## src/bgl_pkg.sv

```systemverilog
// Shared types and constants for the button gesture LED controller.
// No dependencies.
package bgl_pkg;

  localparam int unsigned CfgW     = 10;
  localparam int unsigned TimerW   = 16;
  localparam int unsigned PatternW = 8;
  localparam int unsigned CfgIdxW  = 2;

  localparam logic [CfgIdxW-1:0] CFG_LONG_A  = 2'd0;
  localparam logic [CfgIdxW-1:0] CFG_LONG_B  = 2'd1;
  localparam logic [CfgIdxW-1:0] CFG_DCLK_WIN = 2'd2;

  localparam logic [CfgW-1:0] LONG_A_RST   = 10'd50;
  localparam logic [CfgW-1:0] LONG_B_RST   = 10'd100;
  localparam logic [CfgW-1:0] DCLK_WIN_RST = 10'd100;

  localparam logic [CfgW-1:0]     HOLD_MAX  = 10'd1023;
  localparam logic [TimerW-1:0]   TIMER_MAX = 16'hFFFF;
  localparam logic [PatternW-1:0] TOP_BIT   = 8'h80;

  localparam logic OP_TICK = 1'b0;
  localparam logic OP_LOAD = 1'b1;

  localparam logic [1:0] PH_RELEASED = 2'd0;
  localparam logic [1:0] PH_DEBOUNCE = 2'd1;
  localparam logic [1:0] PH_PRESSED  = 2'd2;
  localparam logic [1:0] PH_LONG     = 2'd3;

  typedef struct packed {
    logic idle;       // released and level high: timer advances
    logic short_rel;  // pressed -> released
    logic long_rel;   // long -> released
  } btn_evt_t;

endpackage

```

## src/bgl_button.sv

```systemverilog
// Per-button phase machine with hold counter.
// Depends on bgl_pkg.
module bgl_button (
  input  logic                      clk_i,
  input  logic                      rst_ni,
  input  logic                      tick_i,
  input  logic                      low_i,
  input  logic [bgl_pkg::CfgW-1:0]  threshold_i,
  input  logic                      hold_clr_i,
  output bgl_pkg::btn_evt_t         evt_o
);
  import bgl_pkg::*;

  logic [1:0]      phase_q, phase_d;
  logic [CfgW-1:0] hold_q, hold_d, hold_inc;

  always_comb begin
    phase_d  = phase_q;
    hold_d   = hold_q;
    evt_o    = '0;
    hold_inc = (hold_q == HOLD_MAX) ? hold_q : hold_q + 1'b1;
    case (phase_q)
      PH_RELEASED: begin
        if (low_i) begin
          phase_d = PH_DEBOUNCE;
        end else begin
          evt_o.idle = 1'b1;
        end
      end
      PH_DEBOUNCE: begin
        phase_d = low_i ? PH_PRESSED : PH_RELEASED;
      end
      PH_PRESSED: begin
        if (low_i) begin
          hold_d = hold_inc;
          if (hold_inc > threshold_i) begin
            phase_d = PH_LONG;
          end
        end else begin
          phase_d         = PH_RELEASED;
          hold_d          = '0;
          evt_o.short_rel = 1'b1;
        end
      end
      default: begin
        if (!low_i) begin
          phase_d        = PH_RELEASED;
          hold_d         = '0;
          evt_o.long_rel = 1'b1;
        end
      end
    endcase
    if (hold_clr_i) begin
      hold_d = '0;
    end
  end

  always_ff @(posedge clk_i or negedge rst_ni) begin
    if (!rst_ni) begin
      phase_q <= PH_RELEASED;
      hold_q  <= '0;
    end else if (tick_i) begin
      phase_q <= phase_d;
      hold_q  <= hold_d;
    end
  end

endmodule

```

## src/bgl_gesture.sv

```systemverilog
// Click timer, pending-click flag and LED pattern register.
// Depends on bgl_pkg.
module bgl_gesture (
  input  logic                         clk_i,
  input  logic                         rst_ni,
  input  logic                         tick_i,
  input  logic                         load_i,
  input  logic [bgl_pkg::PatternW-1:0] switch_i,
  input  logic [bgl_pkg::CfgW-1:0]     window_i,
  input  bgl_pkg::btn_evt_t            evt_a_i,
  input  bgl_pkg::btn_evt_t            evt_b_i,
  output logic                         hold_clr_a_o,
  output logic [bgl_pkg::PatternW-1:0] pattern_o
);
  import bgl_pkg::*;

  logic                pending_q, pending_d;
  logic [TimerW-1:0]   timer_q, timer_d, timer_adv;
  logic [TimerW:0]     timer_sum;
  logic [TimerW-1:0]   window;
  logic [PatternW-1:0] pattern_q, pattern_d;
  logic                timeout;

  always_comb begin
    timer_sum = {1'b0, timer_q} + {{TimerW{1'b0}}, evt_a_i.idle}
                + {{TimerW{1'b0}}, evt_b_i.idle};
    timer_adv = timer_sum[TimerW] ? TIMER_MAX : timer_sum[TimerW-1:0];
    window    = {{(TimerW-CfgW){1'b0}}, window_i};
    timeout   = pending_q && (timer_adv > window);

    pending_d    = pending_q;
    timer_d      = timer_adv;
    pattern_d    = pattern_q;
    hold_clr_a_o = 1'b0;

    if (evt_a_i.short_rel || timeout) begin
      hold_clr_a_o = 1'b1;
      if (pending_q) begin
        if (timer_adv < window) begin
          pattern_d = {pattern_q[0], pattern_q[PatternW-1:1]};
        end else begin
          pattern_d = {pattern_q[PatternW-2:0], pattern_q[PatternW-1]};
        end
        pending_d = 1'b0;
      end else begin
        pending_d = 1'b1;
        timer_d   = '0;
      end
    end else if (evt_a_i.long_rel) begin
      pattern_d = ~pattern_q;
      pending_d = 1'b0;
    end else if (evt_b_i.long_rel) begin
      pattern_d = pattern_q ^ TOP_BIT;
      pending_d = 1'b0;
    end
  end

  always_ff @(posedge clk_i or negedge rst_ni) begin
    if (!rst_ni) begin
      pending_q <= 1'b0;
      timer_q   <= '0;
      pattern_q <= '0;
    end else if (load_i) begin
      pattern_q <= switch_i;
    end else if (tick_i) begin
      pending_q <= pending_d;
      timer_q   <= timer_d;
      pattern_q <= pattern_d;
    end
  end

  assign pattern_o = pattern_q;

endmodule

```

## src/button_gesture_led_control.sv

```systemverilog
// Usage notes
// Input channel (in_valid_i / in_ready_o) carries one item per transaction:
// operation_i selects a sample tick (button levels, active low) or a load of
// switch_value_i into the LED pattern. Every item gives exactly one result
// on the output channel (out_valid_o / out_ready_o side: out_ready_i), the
// LED pattern after the item.
// Items pass an input register, then one pass of phase-machine and gesture
// logic into the pattern / result register. With out_ready_i high, one item
// per cycle is sustained; the input register frees as soon as the result
// register is empty or being taken, so a stalled receiver holds at most two
// items. Config writes (cfg_valid_i / cfg_ready_o) are always taken; index
// 0 and 1 set the long-press thresholds of buttons A and B, index 2 the
// double-click window; other indexes are ignored. Write only while idle.
// Reset: buttons released, counters and timer zero, no pending click,
// pattern zero, thresholds 50 / 100 and window 100.
// Top level; depends on bgl_pkg, bgl_button and bgl_gesture.
module button_gesture_led_control (
  input  logic                            clk_i,
  input  logic                            rst_ni,
  input  logic                            in_valid_i,
  output logic                            in_ready_o,
  input  logic                            operation_i,
  input  logic                            button_a_level_i,
  input  logic                            button_b_level_i,
  input  logic [bgl_pkg::PatternW-1:0]    switch_value_i,
  output logic                            out_valid_o,
  input  logic                            out_ready_i,
  output logic [bgl_pkg::PatternW-1:0]    led_pattern_o,
  input  logic                            cfg_valid_i,
  output logic                            cfg_ready_o,
  input  logic [bgl_pkg::CfgIdxW-1:0]     cfg_index_i,
  input  logic [bgl_pkg::CfgW-1:0]        cfg_data_i
);
  import bgl_pkg::*;

  logic [CfgW-1:0]     long_a_q, long_b_q, window_q;
  logic                s1_valid_q, out_valid_q;
  logic                op_q, a_lvl_q, b_lvl_q;
  logic [PatternW-1:0] sw_q;
  logic                fire, tick, load, hold_clr_a;
  btn_evt_t            evt_a, evt_b;

  assign cfg_ready_o = 1'b1;

  always_ff @(posedge clk_i or negedge rst_ni) begin
    if (!rst_ni) begin
      long_a_q <= LONG_A_RST;
      long_b_q <= LONG_B_RST;
      window_q <= DCLK_WIN_RST;
    end else if (cfg_valid_i) begin
      case (cfg_index_i)
        CFG_LONG_A:   long_a_q <= cfg_data_i;
        CFG_LONG_B:   long_b_q <= cfg_data_i;
        CFG_DCLK_WIN: window_q <= cfg_data_i;
        default: ;
      endcase
    end
  end

  assign fire       = s1_valid_q && (!out_valid_q || out_ready_i);
  assign in_ready_o = !s1_valid_q || fire;
  assign tick       = fire && (op_q == OP_TICK);
  assign load       = fire && (op_q == OP_LOAD);

  always_ff @(posedge clk_i or negedge rst_ni) begin
    if (!rst_ni) begin
      s1_valid_q  <= 1'b0;
      out_valid_q <= 1'b0;
    end else begin
      if (in_ready_o) begin
        s1_valid_q <= in_valid_i;
      end
      if (fire) begin
        out_valid_q <= 1'b1;
      end else if (out_ready_i) begin
        out_valid_q <= 1'b0;
      end
    end
  end

  always_ff @(posedge clk_i) begin
    if (in_valid_i && in_ready_o) begin
      op_q    <= operation_i;
      a_lvl_q <= button_a_level_i;
      b_lvl_q <= button_b_level_i;
      sw_q    <= switch_value_i;
    end
  end

  bgl_button u_btn_a (
    .clk_i       (clk_i),
    .rst_ni      (rst_ni),
    .tick_i      (tick),
    .low_i       (!a_lvl_q),
    .threshold_i (long_a_q),
    .hold_clr_i  (hold_clr_a),
    .evt_o       (evt_a)
  );

  bgl_button u_btn_b (
    .clk_i       (clk_i),
    .rst_ni      (rst_ni),
    .tick_i      (tick),
    .low_i       (!b_lvl_q),
    .threshold_i (long_b_q),
    .hold_clr_i  (1'b0),
    .evt_o       (evt_b)
  );

  bgl_gesture u_gesture (
    .clk_i        (clk_i),
    .rst_ni       (rst_ni),
    .tick_i       (tick),
    .load_i       (load),
    .switch_i     (sw_q),
    .window_i     (window_q),
    .evt_a_i      (evt_a),
    .evt_b_i      (evt_b),
    .hold_clr_a_o (hold_clr_a),
    .pattern_o    (led_pattern_o)
  );

  assign out_valid_o = out_valid_q;

endmodule

```

## config.mk

```make
export PLATFORM = sky130hd
export DESIGN_NAME = button_gesture_led_control
export DESIGN_NICKNAME = d
export VERILOG_FILES = /design/src/bgl_pkg.sv /design/src/bgl_button.sv /design/src/bgl_gesture.sv /design/src/button_gesture_led_control.sv
export SDC_FILE = /design/constraint.sdc
export NUM_CORES = 1
export LEC_CHECK = 0
export ABC_CLOCK_PERIOD_IN_PS = 5800
export BUFFER_PORTS_ARGS = -buffer_cell sky130_fd_sc_hd__buf_2
export CORE_UTILIZATION = 40
export CTS_CLUSTER_SIZE = 40
export DETAILED_ROUTE_END_ITERATION = 10
export PLACE_DENSITY_LB_ADDON = 0.12
export SYNTH_ARGS = -nofsm -noshare
export SYNTH_HDL_FRONTEND = slang
export SYNTH_SLANG_ARGS = --single-unit
```

## constraint.sdc

```tcl
create_clock -name clk_i -period 5.8 [get_ports clk_i]
set_input_delay 1.16 -clock clk_i [delete_from_list [all_inputs] [get_ports clk_i]]
set_output_delay 1.16 -clock clk_i [all_outputs]
set_load 0.03 [all_outputs]
```

==> flow_metrics.env <==
export IMPL_power_switching_mw=0.7610
export IMPL_cp_buffers_inverters=1
export IMPL_cts_tree="done"
export IMPL_fin_skew_ns=0.005971
export IMPL_ir_drop_v=0.0001560
export IMPL_cp_max_fo=15
export IMPL_crit_path_end_kind="register"
export IMPL_setup_viol=0
export IMPL_wl_per_cell_um=16.72
export IMPL_cts_hold_buf=0
export IMPL_synthesis_nets=652
export IMPL_vias=4471
export IMPL_swShare_pct=34.77
export IMPL_diodes=0
export IMPL_portBuffers=37
export IMPL_coreArea_sq_um=13990
export IMPL_p_leak_nw=2.809
export IMPL_power_density_nw_per_um2=343.9
export IMPL_fin_crit_ns=4.932
export IMPL_start_util_pct=41.17
export IMPL_ant_nets=0
export IMPL_drc=0
export IMPL_synth_area_leaders="dfrtp_1 31%, ha_1 9.3%, edfxtp_1 5.7%, mux2_2 4.9%, dfstp_2 4.1%"
export IMPL_clkLatencyLatePin_ns=0.35
export IMPL_cp_start_kind="register"
export IMPL_synth_cell_types=66
export IMPL_viasPerCell=5.667
export IMPL_synthFlopType="dfrtp_1"
export IMPL_syn_area_sq_um=5759
export IMPL_cts_htree_levels=3
export IMPL_synth_edf_count=11
export IMPL_slowest_stage="nand3_1"
export IMPL_min_period_over_period_pct=85.03
export IMPL_p_total_mw=2.188
export IMPL_finalWeightedCongestion=0.8360
export IMPL_cts_root_buf="clkbuf_16"
export IMPL_min_path_type="register to register"
export IMPL_arrival_ns=5.16
export IMPL_gr_total_overflow=0
export IMPL_grtUsageTotal_pct=19.41
export IMPL_rsz0062_at_grt="no"
export IMPL_synth_seq_cells=92
export IMPL_hold_start="u_btn_b.hold_q[7]"
export IMPL_internal_power_mw=1.427
export IMPL_crit_start="u_btn_a.phase_q[1]"
export IMPL_yosysTopAreaCell="dfrtp_1"
export IMPL_die_area_sq_um=14880
export IMPL_maxSlewHeadroom_pct=34.82
export IMPL_die_h_um=122.0
export IMPL_cpPeakStageDelay_ns=0.48
export IMPL_most_common_layout_cells="72 x dfrtp_1, 46 x o21ai_0, 43 x ha_1, 39 x inv_1, 36 x buf_2"
export IMPL_fin_tns_setup_ns=0
export IMPL_synth_avg_cell_area_sq_um=9.930
export IMPL_numCtsBuffers=9
export IMPL_hold_viol_final=0
export IMPL_grt_max_degree=60
export IMPL_max_freq_mhz=202.8
export IMPL_yosys_warnings=0
export IMPL_firstDrtPassIters=5
export IMPL_dp_hpwl_um=9606
export IMPL_final_common_cell="dfrtp_1"
export IMPL_crit_family="compound AO/OA/AOI/OAI gates"
export IMPL_grt_pass1_vias=4394
export IMPL_drt_iter0_drc=249
export IMPL_tightest_slew_ns=0.9740
export IMPL_synthArstFlopShare_pct=88.04
export IMPL_drv_slew=0
export IMPL_synth_top_area_share_pct=31.28
export IMPL_ys_seq_area_share_pct=41.13
export IMPL_drv_cap=0
export IMPL_seqPwrFrac_pct=40.1
export IMPL_worst_setup_path_type="register to register"
export IMPL_reg2reg_from="u_btn_a.phase_q[1]"
export IMPL_antenna_found_initial=0
export IMPL_postCtsSetupRepairBufs=0
export IMPL_grt_pass1_wl_um=22250
export IMPL_die_w_um=122.0
export IMPL_final_nets=676
export IMPL_syn2layout_area_growth_pct=10.49
export IMPL_pwr_share_clk_pct=28.8
export IMPL_drive_gt1_share_pct=18.72
export IMPL_required_ns=6.02
export IMPL_routed_wl_um=13190
export IMPL_path_cells="inv_1 > ha_1 > and2_1 > fa_1 > ha_1 > nand3_2 > nor3_2 > nand3_1 > nand2_1 > ha_1 > a2111oi_2 > o21ai_0 > o22ai_1 > o2111ai_2 > o2111a_1 > o32ai_1 > a21oi_1"
export IMPL_clockBufferDepth=2
export IMPL_path_clk_slew_ns=0.07
export IMPL_cts_resized=0
export IMPL_io_pins=39
export IMPL_worst_path_most_repeated_cell="ha_1"
export IMPL_status="finished, final reports clean"
export IMPL_clkSinkCount=92
export IMPL_syn_inst=580
export IMPL_combPwrFrac_pct=31.0
export IMPL_num_rows=43
==> cells in the mapped netlist, types with 6 or more instances <==
master / instances
dfstp_2: 9
a21o_1: 9
buf_2: 9
a22o_1: 26
a21oi_1: 32
nand3_1: 32
edfxtp_1: 11
xnor2_1: 14
o32ai_1: 7
inv_1: 39
nor2b_1: 7
a31oi_1: 6
a22o_2: 7
nor2_1: 31
clkbuf_1: 8
mux2i_1: 7
xor2_1: 7
dfrtp_1: 72
o21ai_0: 46
nand4_1: 12
nand2_1: 33
mux2_2: 25
ha_1: 43
==> state kept, by name (all words and copies together), names as in the netlist, 2 cells and up <==
register,count
u_gesture.pattern_o,8
u_btn_a.phase_q,2
long_a_q,10
u_btn_b.hold_q,10
u_gesture.timer_q,16
window_q,10
sw_q,8
u_btn_b.phase_q,2
long_b_q,10
u_btn_a.hold_q,10
==> metrics by stage <==
step | hold WS [ns] | cells | util [%] | area, sq um | setup WS [ns]
finish | 0.4948 | 789 | 45.49 | 6364 | 0.8680
global placement | 0.4892 | 773 | 43.28 | 6055 | 1.201
floorplan | 0.4654 | 580 | - | 5759 | 1.540
detailed placement | 0.4931 | 773 | 43.28 | 6055 | 0.9407
global route | 0.5210 | 789 | 45.49 | 6364 | 0.4198
CTS | 0.5020 | 789 | 45.49 | 6364 | 0.9059
==> cells by family after synthesis <==
family / after synthesis / share of synthesized area [%]
simple gates: 163 / 15.32
compound gates: 161 / 19.40
flops: 92 / 41.13
buf+inv: 65 / 4.932
fa+ha+maj: 45 / 9.863
mux: 32 / 6.105
xor+xnor: 21 / 3.194
other cells: 1 / 0.06511
==> path summary, 6_finish.rpt <==
kind / to / slack, ns / depth (start not counted)
setup / recovery: u_gesture.pattern_o[3] / 0.87 / 17
hold / removal: u_btn_b.hold_q[7] / 0.49 / 1
setup reg to reg: u_gesture.pattern_o[3] / 0.87 / 17
hold reg to reg: u_btn_b.hold_q[7] / 0.49 / 1
max in group asynchronous: u_gesture.pattern_o[6] / 4.04 / 2
min in group asynchronous: u_btn_b.hold_q[2] / 0.70 / 1
==> cell type report <==
cell class / count / area, sq um
Sequential cell: 92 / 2369
Clock inverter: 5 / 76.32
Fill cell: 1322 / 7625
Tap cell: 180 / 225.2
Timing Repair Buffer: 39 / 202.7
Clock buffer: 11 / 232.7
Multi-Input combinational cell: 423 / 3112
Inverter: 39 / 146.4
==> layer usage <==
metal	global-route usage, %	vias to the layer above	wire length (um)
li1	-	2174	-
met1	26.11	2190	6307
met2	30.83	93	6221
met3	3.652	14	426
met4	7.330	0	236
met5	0	-	0
==> power groups by stage <==
stage	Clock, mW	Sequential [mW]	Combinational (mW)
final	0.631	0.878	0.679
after global routing	0.675	0.896	0.775
after CTS	0.647	0.877	0.687
after detailed placement	0	0.890	0.682
after global placement	0	0.884	0.660
after floorplan	0	0.897	0.482
No activity file was read; power rests on OpenSTA's default activity.
